--- config.mk ---
export PLATFORM = sky130hd
export DESIGN_NAME = disk_arm_request_scheduler_core
export DESIGN_NICKNAME = d
export VERILOG_FILES = /design/src/hw/rtl/dars_pkg.sv /design/src/hw/rtl/dars_ram.sv /design/src/hw/rtl/dars_sel.sv /design/src/hw/rtl/dars_alu.sv /design/src/hw/rtl/disk_arm_request_scheduler_core.sv
export VERILOG_INCLUDE_DIRS = /design/src /design/src/hw/rtl
export SDC_FILE = /design/constraint.sdc
export NUM_CORES = 2
export LEC_CHECK = 0
export BUFFER_PORTS_ARGS = -buffer_cell sky130_fd_sc_hd__buf_4
export CORE_UTILIZATION = 45
export CTS_CLUSTER_SIZE = 14
export DETAILED_ROUTE_END_ITERATION = 8
export GPL_TIMING_DRIVEN = 0
export SYNTH_ARGS = -nofsm -noshare
export SYNTH_HDL_FRONTEND = slang
export SYNTH_SLANG_ARGS = --single-unit
--- constraint.sdc ---
create_clock -name clk -period 12 [get_ports clk]
set_input_delay 3.6 -clock clk [delete_from_list [all_inputs] [get_ports clk]]
set_output_delay 3.6 -clock clk [all_outputs]
set_load 0.1 [all_outputs]
--- src/hw/rtl/disk_arm_request_scheduler_core_defines.svh ---
// Assertion macros shared by the scheduler RTL.
// In synthesis builds the macros expand to nothing.
`ifndef DISK_ARM_REQUEST_SCHEDULER_CORE_DEFINES_SVH
`define DISK_ARM_REQUEST_SCHEDULER_CORE_DEFINES_SVH

`ifndef SYNTHESIS

`define DARS_ASSERT_IMP(lbl, clk, rst, ante, cons) \
  lbl: assert property (@(posedge clk) disable iff (rst) (ante) |-> (cons)) \
    else $error("%m: same-cycle check failed");

`define DARS_ASSERT_NXT(lbl, clk, rst, ante, cons) \
  lbl: assert property (@(posedge clk) disable iff (rst) (ante) |=> (cons)) \
    else $error("%m: next-cycle check failed");

`else

`define DARS_ASSERT_IMP(lbl, clk, rst, ante, cons)

`define DARS_ASSERT_NXT(lbl, clk, rst, ante, cons)

`endif

`endif

--- src/hw/rtl/dars_pkg.sv ---
`timescale 1ns / 1ps

package dars_pkg;

  localparam int QUEUE_DEPTH = 64;
  localparam int CYL_COUNT   = 1024;

  localparam int CYL_W       = 10;
  localparam int STAMP_W     = 40;
  localparam int SUM_W       = 48;
  localparam int SERVED_W    = 32;
  localparam int COST_W      = 12;
  localparam int STATUS_W    = 2;
  localparam int MODE_W      = 2;
  localparam int LIMIT_W     = 7;
  localparam int CFG_IDX_W   = 1;
  localparam int CFG_DATA_W  = 7;
  localparam int ALU_W       = 48;

  localparam int QADDR_W     = $clog2(QUEUE_DEPTH);
  localparam int QCNT_W      = $clog2(QUEUE_DEPTH + 1);
  localparam int LIM_CMP_W   = (QCNT_W > LIMIT_W) ? QCNT_W : LIMIT_W;
  localparam int COST_CALC_W = COST_W + 2;

  localparam int COST_BASE    = 124;
  localparam int COST_PER_CYL = 3;
  localparam int COST_STILL   = 84;
  localparam int COST_MAX     = 4095;

  localparam logic [ALU_W-1:0]    STAMP_MAX  = ALU_W'({STAMP_W{1'b1}});
  localparam logic [ALU_W-1:0]    SUM_MAX    = {SUM_W{1'b1}};
  localparam logic [SERVED_W-1:0] SERVED_MAX = {SERVED_W{1'b1}};

  localparam logic [MODE_W-1:0] MODE_FIFO  = 2'd0;
  localparam logic [MODE_W-1:0] MODE_SSTF  = 2'd1;
  localparam logic [MODE_W-1:0] MODE_CSCAN = 2'd2;

  localparam logic [CFG_IDX_W-1:0] CFG_ALGORITHM_MODE = 1'd0;
  localparam logic [CFG_IDX_W-1:0] CFG_QUEUE_LIMIT    = 1'd1;

  localparam logic [STATUS_W-1:0] STAT_OK    = 2'd0;
  localparam logic [STATUS_W-1:0] STAT_FULL  = 2'd1;
  localparam logic [STATUS_W-1:0] STAT_EMPTY = 2'd2;

  localparam logic ACT_PUSH     = 1'b0;
  localparam logic ACT_DISPATCH = 1'b1;

  typedef struct packed {
    logic             action;
    logic [CYL_W-1:0] cylinder;
  } req_t;

  typedef struct packed {
    logic [STATUS_W-1:0] status;
    logic [CYL_W-1:0]    served_cylinder;
    logic [COST_W-1:0]   step_cost;
    logic [STAMP_W-1:0]  request_wait;
    logic [SUM_W-1:0]    total_wait;
    logic [SERVED_W-1:0] served_count;
  } rsp_t;

  typedef struct packed {
    logic [CYL_W-1:0]   cyl;
    logic [STAMP_W-1:0] stamp;
  } entry_t;

  typedef struct packed {
    logic               en;
    logic               first;
    logic [QADDR_W-1:0] idx;
  } sel_ctrl_t;

  typedef struct packed {
    logic [QADDR_W-1:0] idx;
    entry_t             entry;
  } sel_pick_t;

  typedef enum logic [1:0] {
    ALU_CLOCK_ADD,
    ALU_WAIT_SUB,
    ALU_SUM_ADD
  } alu_op_t;

  typedef enum logic [2:0] {
    S_IDLE,
    S_SCAN,
    S_COST,
    S_CLOCK,
    S_WAIT,
    S_SUM,
    S_SHIFT,
    S_EMIT
  } state_t;

endpackage

--- src/hw/rtl/dars_ram.sv ---
`timescale 1ns / 1ps

module dars_ram #(
  parameter int WIDTH = 8,
  parameter int DEPTH = 16
) (
  input  logic                     clk,
  input  logic                     wr_en,
  input  logic [$clog2(DEPTH)-1:0] wr_addr,
  input  logic [WIDTH-1:0]         wr_data,
  input  logic [$clog2(DEPTH)-1:0] rd_addr,
  output logic [WIDTH-1:0]         rd_data
);

  logic [WIDTH-1:0] mem [DEPTH];

  always_ff @(posedge clk) begin
    if (wr_en) begin
      mem[wr_addr] <= wr_data;
    end
    rd_data <= mem[rd_addr];
  end

endmodule

--- src/hw/rtl/dars_sel.sv ---
`timescale 1ns / 1ps

module dars_sel (
  input  logic                          clk,
  input  logic                          rst,
  input  dars_pkg::sel_ctrl_t           ctrl,
  input  dars_pkg::entry_t              entry,
  input  logic [dars_pkg::CYL_W-1:0]    arm,
  input  logic [dars_pkg::MODE_W-1:0]   mode,
  output dars_pkg::sel_pick_t           pick
);

  import dars_pkg::*;

  logic [CYL_W:0]   diff;
  logic             at_or_above;
  logic [CYL_W-1:0] span;

  sel_pick_t        fb;
  logic [CYL_W-1:0] fb_d;
  sel_pick_t        lo;
  logic             up_found;
  sel_pick_t        up;
  logic [CYL_W-1:0] up_d;

  // One subtractor serves every entry of the scan in turn.
  assign diff        = {1'b0, entry.cyl} - {1'b0, arm};
  assign at_or_above = ~diff[CYL_W];
  assign span        = at_or_above ? diff[CYL_W-1:0] : CYL_W'(~diff[CYL_W-1:0] + 1'b1);

  always_ff @(posedge clk) begin
    if (rst) begin
      up_found <= 1'b0;
    end else if (ctrl.en) begin
      if (ctrl.first) begin
        up_found <= at_or_above;
      end else if (at_or_above) begin
        up_found <= 1'b1;
      end
    end
  end

  always_ff @(posedge clk) begin
    if (ctrl.en) begin
      if (ctrl.first) begin
        fb   <= '{idx: ctrl.idx, entry: entry};
        fb_d <= span;
        lo   <= '{idx: ctrl.idx, entry: entry};
        up   <= '{idx: ctrl.idx, entry: entry};
        up_d <= span;
      end else begin
        if (mode == MODE_SSTF && span < fb_d) begin
          fb   <= '{idx: ctrl.idx, entry: entry};
          fb_d <= span;
        end
        if (entry.cyl < lo.entry.cyl) begin
          lo <= '{idx: ctrl.idx, entry: entry};
        end
        if (at_or_above && (!up_found || span < up_d)) begin
          up   <= '{idx: ctrl.idx, entry: entry};
          up_d <= span;
        end
      end
    end
  end

  // Any mode other than nearest-first and circular scan keeps the oldest entry.
  always_comb begin
    if (mode == MODE_CSCAN) begin
      pick = up_found ? up : lo;
    end else begin
      pick = fb;
    end
  end

endmodule

--- src/hw/rtl/dars_alu.sv ---
`timescale 1ns / 1ps

module dars_alu (
  input  dars_pkg::alu_op_t             op,
  input  logic [dars_pkg::ALU_W-1:0]    a,
  input  logic [dars_pkg::ALU_W-1:0]    b,
  output logic [dars_pkg::ALU_W-1:0]    y
);

  import dars_pkg::*;

  logic [ALU_W:0]   sum;
  logic [ALU_W-1:0] diff;

  assign sum  = {1'b0, a} + {1'b0, b};
  assign diff = a - b;

  always_comb begin
    case (op)
      ALU_CLOCK_ADD: begin
        y = (sum > {1'b0, STAMP_MAX}) ? STAMP_MAX : sum[ALU_W-1:0];
      end
      ALU_WAIT_SUB: begin
        y = (diff > STAMP_MAX) ? STAMP_MAX : diff;
      end
      ALU_SUM_ADD: begin
        y = (sum > {1'b0, SUM_MAX}) ? SUM_MAX : sum[ALU_W-1:0];
      end
      default: begin
        y = sum[ALU_W-1:0];
      end
    endcase
  end

endmodule

--- src/hw/rtl/disk_arm_request_scheduler_core.sv ---
// Sequence: a push, a refused push or an empty dispatch goes from S_IDLE straight to
// S_EMIT; a dispatch first passes through S_SCAN, S_COST, S_CLOCK, S_WAIT, S_SUM, S_SHIFT.
// Flow: one beat at a time; the next is taken when the result is registered, and a
// dispatch takes longer the fuller the queue, set by the single read port of the queue RAM.
// Reset: synchronous; clears count, arm, clock, totals, mode; sets limit to the depth.
`timescale 1ns / 1ps
`include "disk_arm_request_scheduler_core_defines.svh"

module disk_arm_request_scheduler_core (
  input  logic                               clk,
  input  logic                               rst,
  input  logic                               req_valid,
  output logic                               req_stall,
  input  dars_pkg::req_t                     req_data,
  output logic                               rsp_valid,
  input  logic                               rsp_stall,
  output dars_pkg::rsp_t                     rsp_data,
  input  logic                               cfg_we,
  input  logic [dars_pkg::CFG_IDX_W-1:0]     cfg_index,
  input  logic [dars_pkg::CFG_DATA_W-1:0]    cfg_data
);

  import dars_pkg::*;

  state_t              state;
  state_t              state_next;

  logic [MODE_W-1:0]   mode;
  logic [LIMIT_W-1:0]  limit;
  logic [QCNT_W-1:0]   count;
  logic [CYL_W-1:0]    arm;
  logic [STAMP_W-1:0]  service_clock;
  logic [SUM_W-1:0]    wait_sum;
  logic [SERVED_W-1:0] done_count;

  logic [QCNT_W-1:0]   cnt;
  sel_pick_t           tgt;
  logic [COST_W-1:0]   cost;
  logic [STAMP_W-1:0]  req_wait;

  logic [STATUS_W-1:0] res_status;
  logic [CYL_W-1:0]    res_cyl;
  logic [COST_W-1:0]   res_cost;
  logic [STAMP_W-1:0]  res_wait;

  logic                accept;
  logic                out_free;
  logic                full;
  logic [LIM_CMP_W-1:0] limit_eff;
  logic [CYL_W-1:0]    push_cyl;
  logic                scan_done;
  logic                shift_done;

  logic                ram_wr_en;
  logic [QADDR_W-1:0]  ram_wr_addr;
  entry_t              ram_wr_data;
  logic [QADDR_W-1:0]  ram_rd_addr;
  entry_t              ram_rd_data;

  sel_ctrl_t           sel_ctrl;
  sel_pick_t           pick;

  alu_op_t             alu_op;
  logic [ALU_W-1:0]    alu_a;
  logic [ALU_W-1:0]    alu_b;
  logic [ALU_W-1:0]    alu_y;

  logic [CYL_W:0]       move_diff;
  logic [CYL_W-1:0]     move_dist;
  logic [COST_CALC_W-1:0] cost_calc;
  logic [COST_W-1:0]    cost_sat;

  assign req_stall  = (state != S_IDLE);
  assign accept     = req_valid && !req_stall;
  assign out_free   = !rsp_valid || !rsp_stall;
  assign scan_done  = (cnt == count);
  assign shift_done = (cnt == count);

  assign limit_eff = (LIM_CMP_W'(limit) > LIM_CMP_W'(QUEUE_DEPTH)) ?
                     LIM_CMP_W'(QUEUE_DEPTH) : LIM_CMP_W'(limit);
  assign full      = (LIM_CMP_W'(count) >= limit_eff);

  assign push_cyl = ((CYL_W + 1)'(req_data.cylinder) > (CYL_W + 1)'(CYL_COUNT - 1)) ?
                    CYL_W'(CYL_COUNT - 1) : req_data.cylinder;

  assign move_diff = {1'b0, pick.entry.cyl} - {1'b0, arm};
  assign move_dist = move_diff[CYL_W] ? CYL_W'(~move_diff[CYL_W-1:0] + 1'b1) :
                     move_diff[CYL_W-1:0];
  assign cost_calc = (move_dist == '0) ? COST_CALC_W'(COST_STILL) :
                     COST_CALC_W'(COST_BASE) +
                     COST_CALC_W'(move_dist) * COST_CALC_W'(COST_PER_CYL);
  assign cost_sat  = (cost_calc > COST_CALC_W'(COST_MAX)) ? COST_W'(COST_MAX) :
                     cost_calc[COST_W-1:0];

  dars_ram #(
    .WIDTH ($bits(entry_t)),
    .DEPTH (QUEUE_DEPTH)
  ) u_queue (
    .clk     (clk),
    .wr_en   (ram_wr_en),
    .wr_addr (ram_wr_addr),
    .wr_data (ram_wr_data),
    .rd_addr (ram_rd_addr),
    .rd_data (ram_rd_data)
  );

  dars_sel u_sel (
    .clk   (clk),
    .rst   (rst),
    .ctrl  (sel_ctrl),
    .entry (ram_rd_data),
    .arm   (arm),
    .mode  (mode),
    .pick  (pick)
  );

  dars_alu u_alu (
    .op (alu_op),
    .a  (alu_a),
    .b  (alu_b),
    .y  (alu_y)
  );

  always_comb begin
    state_next = state;
    case (state)
      S_IDLE: begin
        if (accept) begin
          if (req_data.action == ACT_DISPATCH && count != '0) begin
            state_next = S_SCAN;
          end else begin
            state_next = S_EMIT;
          end
        end
      end
      S_SCAN: begin
        if (scan_done) begin
          state_next = S_COST;
        end
      end
      S_COST:  state_next = S_CLOCK;
      S_CLOCK: state_next = S_WAIT;
      S_WAIT:  state_next = S_SUM;
      S_SUM:   state_next = S_SHIFT;
      S_SHIFT: begin
        if (shift_done) begin
          state_next = S_EMIT;
        end
      end
      S_EMIT: begin
        if (out_free) begin
          state_next = S_IDLE;
        end
      end
      default: state_next = S_IDLE;
    endcase
  end

  always_comb begin
    ram_wr_en   = 1'b0;
    ram_wr_addr = count[QADDR_W-1:0];
    ram_wr_data = '{cyl: push_cyl, stamp: service_clock};
    ram_rd_addr = cnt[QADDR_W-1:0];
    sel_ctrl    = '{en: 1'b0, first: 1'b0, idx: QADDR_W'(cnt - 1'b1)};
    alu_op      = ALU_SUM_ADD;
    alu_a       = ALU_W'(wait_sum);
    alu_b       = ALU_W'(req_wait);
    case (state)
      S_IDLE: begin
        ram_wr_en = accept && (req_data.action == ACT_PUSH) && !full;
      end
      S_SCAN: begin
        sel_ctrl.en    = (cnt != '0);
        sel_ctrl.first = (cnt == QCNT_W'(1));
      end
      S_CLOCK: begin
        alu_op = ALU_CLOCK_ADD;
        alu_a  = ALU_W'(service_clock);
        alu_b  = ALU_W'(cost);
      end
      S_WAIT: begin
        alu_op = ALU_WAIT_SUB;
        alu_a  = ALU_W'(service_clock);
        alu_b  = ALU_W'(tgt.entry.stamp);
      end
      S_SHIFT: begin
        // Entry cnt-1 was read last cycle and moves down one place.
        ram_wr_en   = (cnt >= QCNT_W'(tgt.idx) + QCNT_W'(2));
        ram_wr_addr = QADDR_W'(cnt - QCNT_W'(2));
        ram_wr_data = ram_rd_data;
      end
      default: begin
      end
    endcase
  end

  always_ff @(posedge clk) begin
    if (rst) begin
      state         <= S_IDLE;
      mode          <= MODE_FIFO;
      limit         <= LIMIT_W'(QUEUE_DEPTH);
      count         <= '0;
      arm           <= '0;
      service_clock <= '0;
      wait_sum      <= '0;
      done_count    <= '0;
      rsp_valid     <= 1'b0;
    end else begin
      state <= state_next;
      if (cfg_we) begin
        case (cfg_index)
          CFG_ALGORITHM_MODE: mode  <= cfg_data[MODE_W-1:0];
          CFG_QUEUE_LIMIT:    limit <= cfg_data[LIMIT_W-1:0];
          default: begin
          end
        endcase
      end
      if (ram_wr_en && state == S_IDLE) begin
        count <= count + 1'b1;
      end
      if (state == S_CLOCK) begin
        service_clock <= alu_y[STAMP_W-1:0];
      end
      if (state == S_SUM) begin
        wait_sum <= alu_y[SUM_W-1:0];
      end
      if (state == S_SHIFT && shift_done) begin
        count <= count - 1'b1;
        arm   <= tgt.entry.cyl;
        if (done_count != SERVED_MAX) begin
          done_count <= done_count + 1'b1;
        end
      end
      if (state == S_EMIT && out_free) begin
        rsp_valid <= 1'b1;
      end else if (!rsp_stall) begin
        rsp_valid <= 1'b0;
      end
    end
  end

  always_ff @(posedge clk) begin
    case (state)
      S_IDLE: begin
        cnt <= '0;
        if (accept) begin
          res_cyl  <= '0;
          res_cost <= '0;
          res_wait <= '0;
          if (req_data.action == ACT_PUSH) begin
            res_status <= full ? STAT_FULL : STAT_OK;
          end else begin
            res_status <= (count == '0) ? STAT_EMPTY : STAT_OK;
          end
        end
      end
      S_SCAN: begin
        if (!scan_done) begin
          cnt <= cnt + 1'b1;
        end
      end
      S_COST: begin
        cost <= cost_sat;
        tgt  <= pick;
      end
      S_WAIT: begin
        req_wait <= alu_y[STAMP_W-1:0];
      end
      S_SUM: begin
        cnt <= QCNT_W'(tgt.idx) + 1'b1;
      end
      S_SHIFT: begin
        if (!shift_done) begin
          cnt <= cnt + 1'b1;
        end else begin
          res_status <= STAT_OK;
          res_cyl    <= tgt.entry.cyl;
          res_cost   <= cost;
          res_wait   <= req_wait;
        end
      end
      S_EMIT: begin
        if (out_free) begin
          rsp_data <= '{status:          res_status,
                        served_cylinder: res_cyl,
                        step_cost:       res_cost,
                        request_wait:    res_wait,
                        total_wait:      wait_sum,
                        served_count:    done_count};
        end
      end
      default: begin
      end
    endcase
  end

  `DARS_ASSERT_IMP(a_count_in_range, clk, rst, 1'b1, count <= QCNT_W'(QUEUE_DEPTH))
  `DARS_ASSERT_IMP(a_scan_needs_entries, clk, rst, state == S_SCAN, count != '0)
  `DARS_ASSERT_NXT(a_accept_leaves_idle, clk, rst, accept, state != S_IDLE)
  `DARS_ASSERT_NXT(a_dispatch_pops_one, clk, rst, state == S_SHIFT && shift_done,
                   count == $past(count) - QCNT_W'(1))

endmodule

Word level (Yosys, flattened, before mapping)
Memories as Yosys holds them, arrays and structs flattened. A register that Yosys moved wholly into a read port is not among the register bits.
Index checks and enable logic that the tools add are counted.
W data, S select, Z words.
Storage, ports and cells
  input bits: 24
  bits in registers: 662
  memories: 1
  RAM bits: 3200
  output and inout bits: 146
Memories
  u_queue.mem: depth 64, bits a word 50, rd ports 1, clocked after memory_dff 1, wr ports 1, line dars_ram.sv:15  | logic [WIDTH-1:0] mem [DEPTH];
Cells by class
  multiplexer cells: 58
  equality and inequality tests: 21
  $mul: 1
  $add $sub $neg: 15
  order comparisons: 10
  reduce and logical (&&, ||, !) cells: 42
  bitwise logic cells: 5
Operators by type and width (count)
  $mux W56: 8
  $mux W48: 4
  $pmux W40 S2: 2
  $pmux W48 S3: 1
  $mux W10: 8
  $mux W40: 2
  $mux W50: 1
  $add A48 B40 Y49: 1
  $gt A49 B40 Y1 const B: 1
  $gt A49 B48 Y1 const B: 1
  $gt A48 B40 Y1 const B: 1
  $sub A48 B40 Y48: 1
  $add A32 B1 Y32 const B: 1
  $ne A32 B32 Y1 const B: 1
  $lt A10 B10 Y1: 3
  $mux W7: 4
  $mux W12: 2
  $pmux W12 S2: 1
  $pmux W3 S8: 1
  $sub A10 B10 Y11: 2
  $pmux W7 S3: 1
  $add A10 B1 Y10 const B: 2
  $not A10 Y10: 2
  $pmux W10 S2: 1
  42 further kinds: 100

Longest topological paths before layout
  word-level depth: 10
  depth in mapped cells: 31
  gate-level depth less buffers: 30

By module
Synthesis repeated with hierarchy kept, for this count alone.
Second synthesis, totals
  cell total of the unflattened synthesis: 8935
  area total of the unflattened synthesis: 158411.9 um^2
By module, submodules not included
  dars_ram: sequential area each 97093.1 um^2, cells each 5457, instances 1, area each 122950.4 um^2
  disk_arm_request_scheduler_core: sequential area each 12702.2 um^2, cells each 1759, instances 1, area each 19957.9 um^2
  dars_sel: sequential area each 5665.4 um^2, cells each 577, instances 1, area each 8219.1 um^2
  dars_alu: sequential area each 0.0 um^2, cells each 1142, instances 1, area each 7284.5 um^2

Least setup slack after synthesis
No wires, ideal clock.
  kind: input port to flip-flop
  start: input port rsp_stall
  end: register rsp_data[0] in the netlist's numbering, enable pin
  setup time: 0.695 ns
  data required time: 11.305 ns
  path buffers: 0
  stages: 1
  data arrival time: 10.545 ns
  setup slack: 0.760 ns
  cell sequence: a21oi_1
On the way
  longest elaborated chain between the ends: 3
Ends and longest elaborated chain
  from (decl): line disk_arm_request_scheduler_core.sv:16  | input logic rsp_stall,
  $logic_not A1 Y1
  $logic_or A1 B1 Y1: line disk_arm_request_scheduler_core.sv:75  | assign out_free = !rsp_valid || !rsp_stall;
  $reduce_and A2 Y1 (no line)
  to (signal assigned): line disk_arm_request_scheduler_core.sv:284  | rsp_data <= '{status: res_status,
  to (decl): line disk_arm_request_scheduler_core.sv:17  | output dars_pkg::rsp_t rsp_data,
Every way passes these cells.
A chain may end at the register's enable or synchronous reset.

Worst setup path after layout
  start: register state[0]
  end: register req_wait[12] (data pin)
On the way
  longest elaborated chain between the ends: 7
  elaborated cells between the ends (all ways): 18
Ends and longest elaborated chain
  from (decl): line disk_arm_request_scheduler_core.sv:25  | state_t state;
  from (signal assigned): line disk_arm_request_scheduler_core.sv:209  | state <= state_next;
  $eq A3 B2 Y1 / $eq A3 B3 Y1 (equally long branches): line disk_arm_request_scheduler_core.sv:168  | case (state)
  $reduce_or A2 Y1 (no line)
  $mux W48: line disk_arm_request_scheduler_core.sv:168
  $add A48 B40 Y49 / $sub A48 B40 Y48 (equally long branches): line dars_alu.sv:15, dars_alu.sv:16
  $gt A49 B48 Y1 (tied with other cells): line dars_alu.sv:27  | y = (sum > {1'b0, SUM_MAX}) ? SUM_MAX : sum[ALU_W-1:0];
  $mux W48 (on tied branches): line dars_alu.sv:27, dars_alu.sv:21, dars_alu.sv:24
  $pmux W48 S3 (*): line dars_alu.sv:19  | case (op)
  named net alu_y[12]: line disk_arm_request_scheduler_core.sv:66  | logic [ALU_W-1:0] alu_y;
  to (signal assigned): line disk_arm_request_scheduler_core.sv:267  | req_wait <= alu_y[STAMP_W-1:0];
  to (decl): line disk_arm_request_scheduler_core.sv:39  | logic [STAMP_W-1:0] req_wait;
Mark *: on every way through the listed nets, which the timed path passes. The rest lies on a longest branch.

==> metrics <==
DP HPWL=~370000 µm; Mapped Cells=8716; post-cts gate resize count=0; crit path DAT=around 11 ns; initial antenna violation count=31; most frequent CP cell=clkbuf_1; CP max-delay cell=clkbuf_1; synth unique cells=91; RD Place Congestion=0.969; Post-CTS Setup Inserts=0; Hold Vio Cnt, Final=0; initial DRC count=11.5k; Core ar.=~0.35 mm²; Hold Buf Count CTS=0; CTS Sinks=~3.9k; top-area cell type share of the netlist area=between 70% and 80%; XOR/XNOR Fraction of Synth Area=less than 1%; CTS Root Cell=clkbuf_16; I/O Buffers=between 150 and 200; Via density=6.14; # IOs=170; flops & latches, synth=3912; clock skew=0.0369 ns; drt first pass iters=6; Avg Cell Area, Syn=around 18 µm²; final core occ=around 52%; final worst path period need=between 10 and 15 ns; asr flop ratio synth=0%; latest clock arrival within the worst-skew pair=about 0.97 ns; post-synthesis mux area share=~14%; status=finished with violations; fmax=between 0.09 and 0.1 GHz; area leader, netlist=edfxtp_1; post-route ant nets=0; max-cap violation count=4; cells along the critical path=buf_4 > clkbuf_1 > and3b_1 > nor2_1 > clkbuf_1 > buf_1 > clkbuf_1 > nand2_1 > nand2_1 > ha_1 > clkbuf_1 > a21oi_1 > o21bai_1 > a32oi_1 > nand4_1 > a21oi_1 > a21boi_2 > or4_1 > clkbuf_1 > clkbuf_1 > nand2_1 > nand2_1 > o2111ai_1; Synth Flop Type=edfxtp_1; CP max FO=10; Post-synth EDFFs=~3.7k; H-tree Lvls=5; Req. time, crit path=12.64 ns; Synth Area in Adders=around 1.5%; Final Max Tran Viols=22; share of the yosys chip area belonging to registers=73.2%; largest net degree at the start of global routing=between 60 and 70; synthesized area=0.158 mm²; clk buf depth=4; Setup crit end kind=register; CTS tree=built; Ys Warns=0; simple logic cell fraction of the synthesized area=4.31%; critical path type=reg2reg; CP top delay family=buffers and inverters; GR Overflow Total=0; global-route wire length before repair=697000 µm; largest family of logic cells by synthesized area=multiplexers; CP bufs+invs=8; crit start category=register; vias in the first global route=just under 90k; Hold Path Class=reg2reg; RSZ-0062 raised after global routing=no; Syn-to-layout area delta=15.8%; Net count, final=between 9k and 10k; row cnt=around 220; via count=between 80k and 90k; Fill cells=around 28k; die width=~590 µm; Die H=slightly below 600 µm; final setup fails=0; die area=between 0.3 and 0.4 mm²; CTS Buf Count=399; Pwr per Cell Area=251 mW/mm²; ranking of synthesized cells by area=edfxtp_1, mux4_2, dfxtp_1; Initial Utilization=45.2%; Clock transition at path regs=~0.080 ns; max incr delay on CP=~1.2 ns; layout cells sized above 1=20.0%; DRC Markers=0; worst vdd ir=0.132 mV; Slew @ Worst Pin=1.59 ns; Avg WL per Cell=approximately 35 µm; gr usage total=between 20 and 30%; drt total wl=507000 µm; Synth Area in Compound Gates=around 4.6%; Slew HR=-5.93%; Final Cycle Share=between 80 and 90%; synthesized net count=between 8k and 9k; failing checks=capacitance limit, slew limit; Sum Neg Setup Slack=0 ns; P_leak=around 60 nW
-- final timing paths --
check	from	to	slack, ns	cells after the start
min reg2reg	res_wait[35]$_SDFFCE_PN0P_	rsp_data[115]$_DFFE_PP_	0.41	0
min	res_wait[35]$_SDFFCE_PN0P_	rsp_data[115]$_DFFE_PP_	0.41	0
max reg2reg	state[0]$_SDFFE_PP0P_	req_wait[12]$_DFFE_PN_	1.51	23
max	state[0]$_SDFFE_PP0P_	req_wait[12]$_DFFE_PN_	1.51	23
-- synth_stat cells, types with 45 or more instances --
cell type,number
a21o_1,55
a21oi_1,265
and3_1,83
buf_1,116
clkbuf_1,342
dfxtp_1,201
edfxtp_1,3711
ha_1,177
inv_1,164
mux2i_1,402
mux4_2,782
nand2_1,636
nand3_1,105
nor2_1,344
nor2b_1,45
nor3_1,96
o21ai_0,256
o221ai_1,61
o22ai_1,74
o31ai_1,68
xnor2_1,111
xor2_1,57
-- final cells by class --
class	count	area (µm²)	area share [%]
timing repair buffer	382	5350	2.93
clock buffer	511	10800	5.93
sequential	3912	115000	63.2
antenna	7	17.5	0.00959
inverter	166	628	0.344
tap	4599	5750	3.15
buffer	482	1890	1.03
clock inverter	228	2180	1.19
multi-input combinational	4156	40500	22.2
-- cells by family after synthesis --
kind of cell             Yosys count
AO/OA/AOI/OAI                   1093
AND/OR/NAND/NOR                 1495
flip-flops                      3912
buffers and inverters            648
XOR/XNOR                         169
multiplexers                    1218
adder cells (fa/ha/maj)          181
-- layout by cell type (no fill, tap or decap), types with 55 or more instances in the layout --
master	synthesis	layout
and3_1	83	83
nor2_1	344	280
o22ai_1	74	74
clkinv_2	0	70
ha_1	177	177
o31ai_1	68	68
mux4_2	782	782
inv_1	164	164
mux2i_1	402	402
a21o_1	55	55
o221ai_1	61	61
buf_4	6	191
nor2_4	1	65
a21oi_1	265	263
dfxtp_1	201	201
buf_12	0	166
edfxtp_1	3711	3711
xor2_1	57	57
nand3_1	105	105
nor3_1	96	96
clkbuf_1	342	414
buf_1	116	112
clkinv_1	1	79
o21ai_0	256	253
clkbuf_16	0	410
xnor2_1	111	111
nand2_1	636	587
-- flip-flops by register name, summed over array words and instances, names as in the netlist, 12 cells and up --
signal / count
rsp_data: 144
u_sel.fb: 56
done_count: 32
req_wait: 40
cost: 12
u_sel.lo: 56
tgt: 56
u_sel.up: 56
res_wait: 40
wait_sum: 48
service_clock: 40
u_queue.mem: 3200
res_cost: 12
u_queue.rd_data: 50
-- per-layer routing --
metal,share of wire [%],vias to the layer above,GRT usage [%]
li1,-,36700,-
met1,39,46600,38.4
met2,47,4391,45.0
met3,8.5,932,4.86
met4,5.6,16,13.4
met5,0.019,-,0
-- power by group --
| part | internal [mW] | leakage, nW | total (mW) | switching, mW |
|---|---|---|---|---|
| Sequential | 16.9 | 35.7 | 17.4 | 0.533 |
| Combinational | 5.13 | 17.7 | 16.0 | 10.9 |
| Clock | 7.10 | 6.34 | 12.4 | 5.32 |
| Total | 29.1 | 59.8 | 45.8 | 16.7 |
-- stage by stage --
stage | total power, mW | cell area [µm²] | setup WS, ns | instances | hold slack [ns]
6_report | 45.8 | 183000 | 1.51 | 14400 | 0.407
3_3_place_gp | 33.2 | 165000 | -2.55 | 13500 | 0.401
3_5_place_dp | 33.5 | 170000 | 1.93 | 13700 | 0.405
2_1_floorplan | 26.5 | 158000 | 0.760 | 8716 | 0.400
5_1_grt | 47.2 | 183000 | 1.66 | 14400 | 0.413
4_1_cts | 45.8 | 183000 | 1.91 | 14400 | 0.411
No activity file was read; power rests on OpenSTA's default activity.
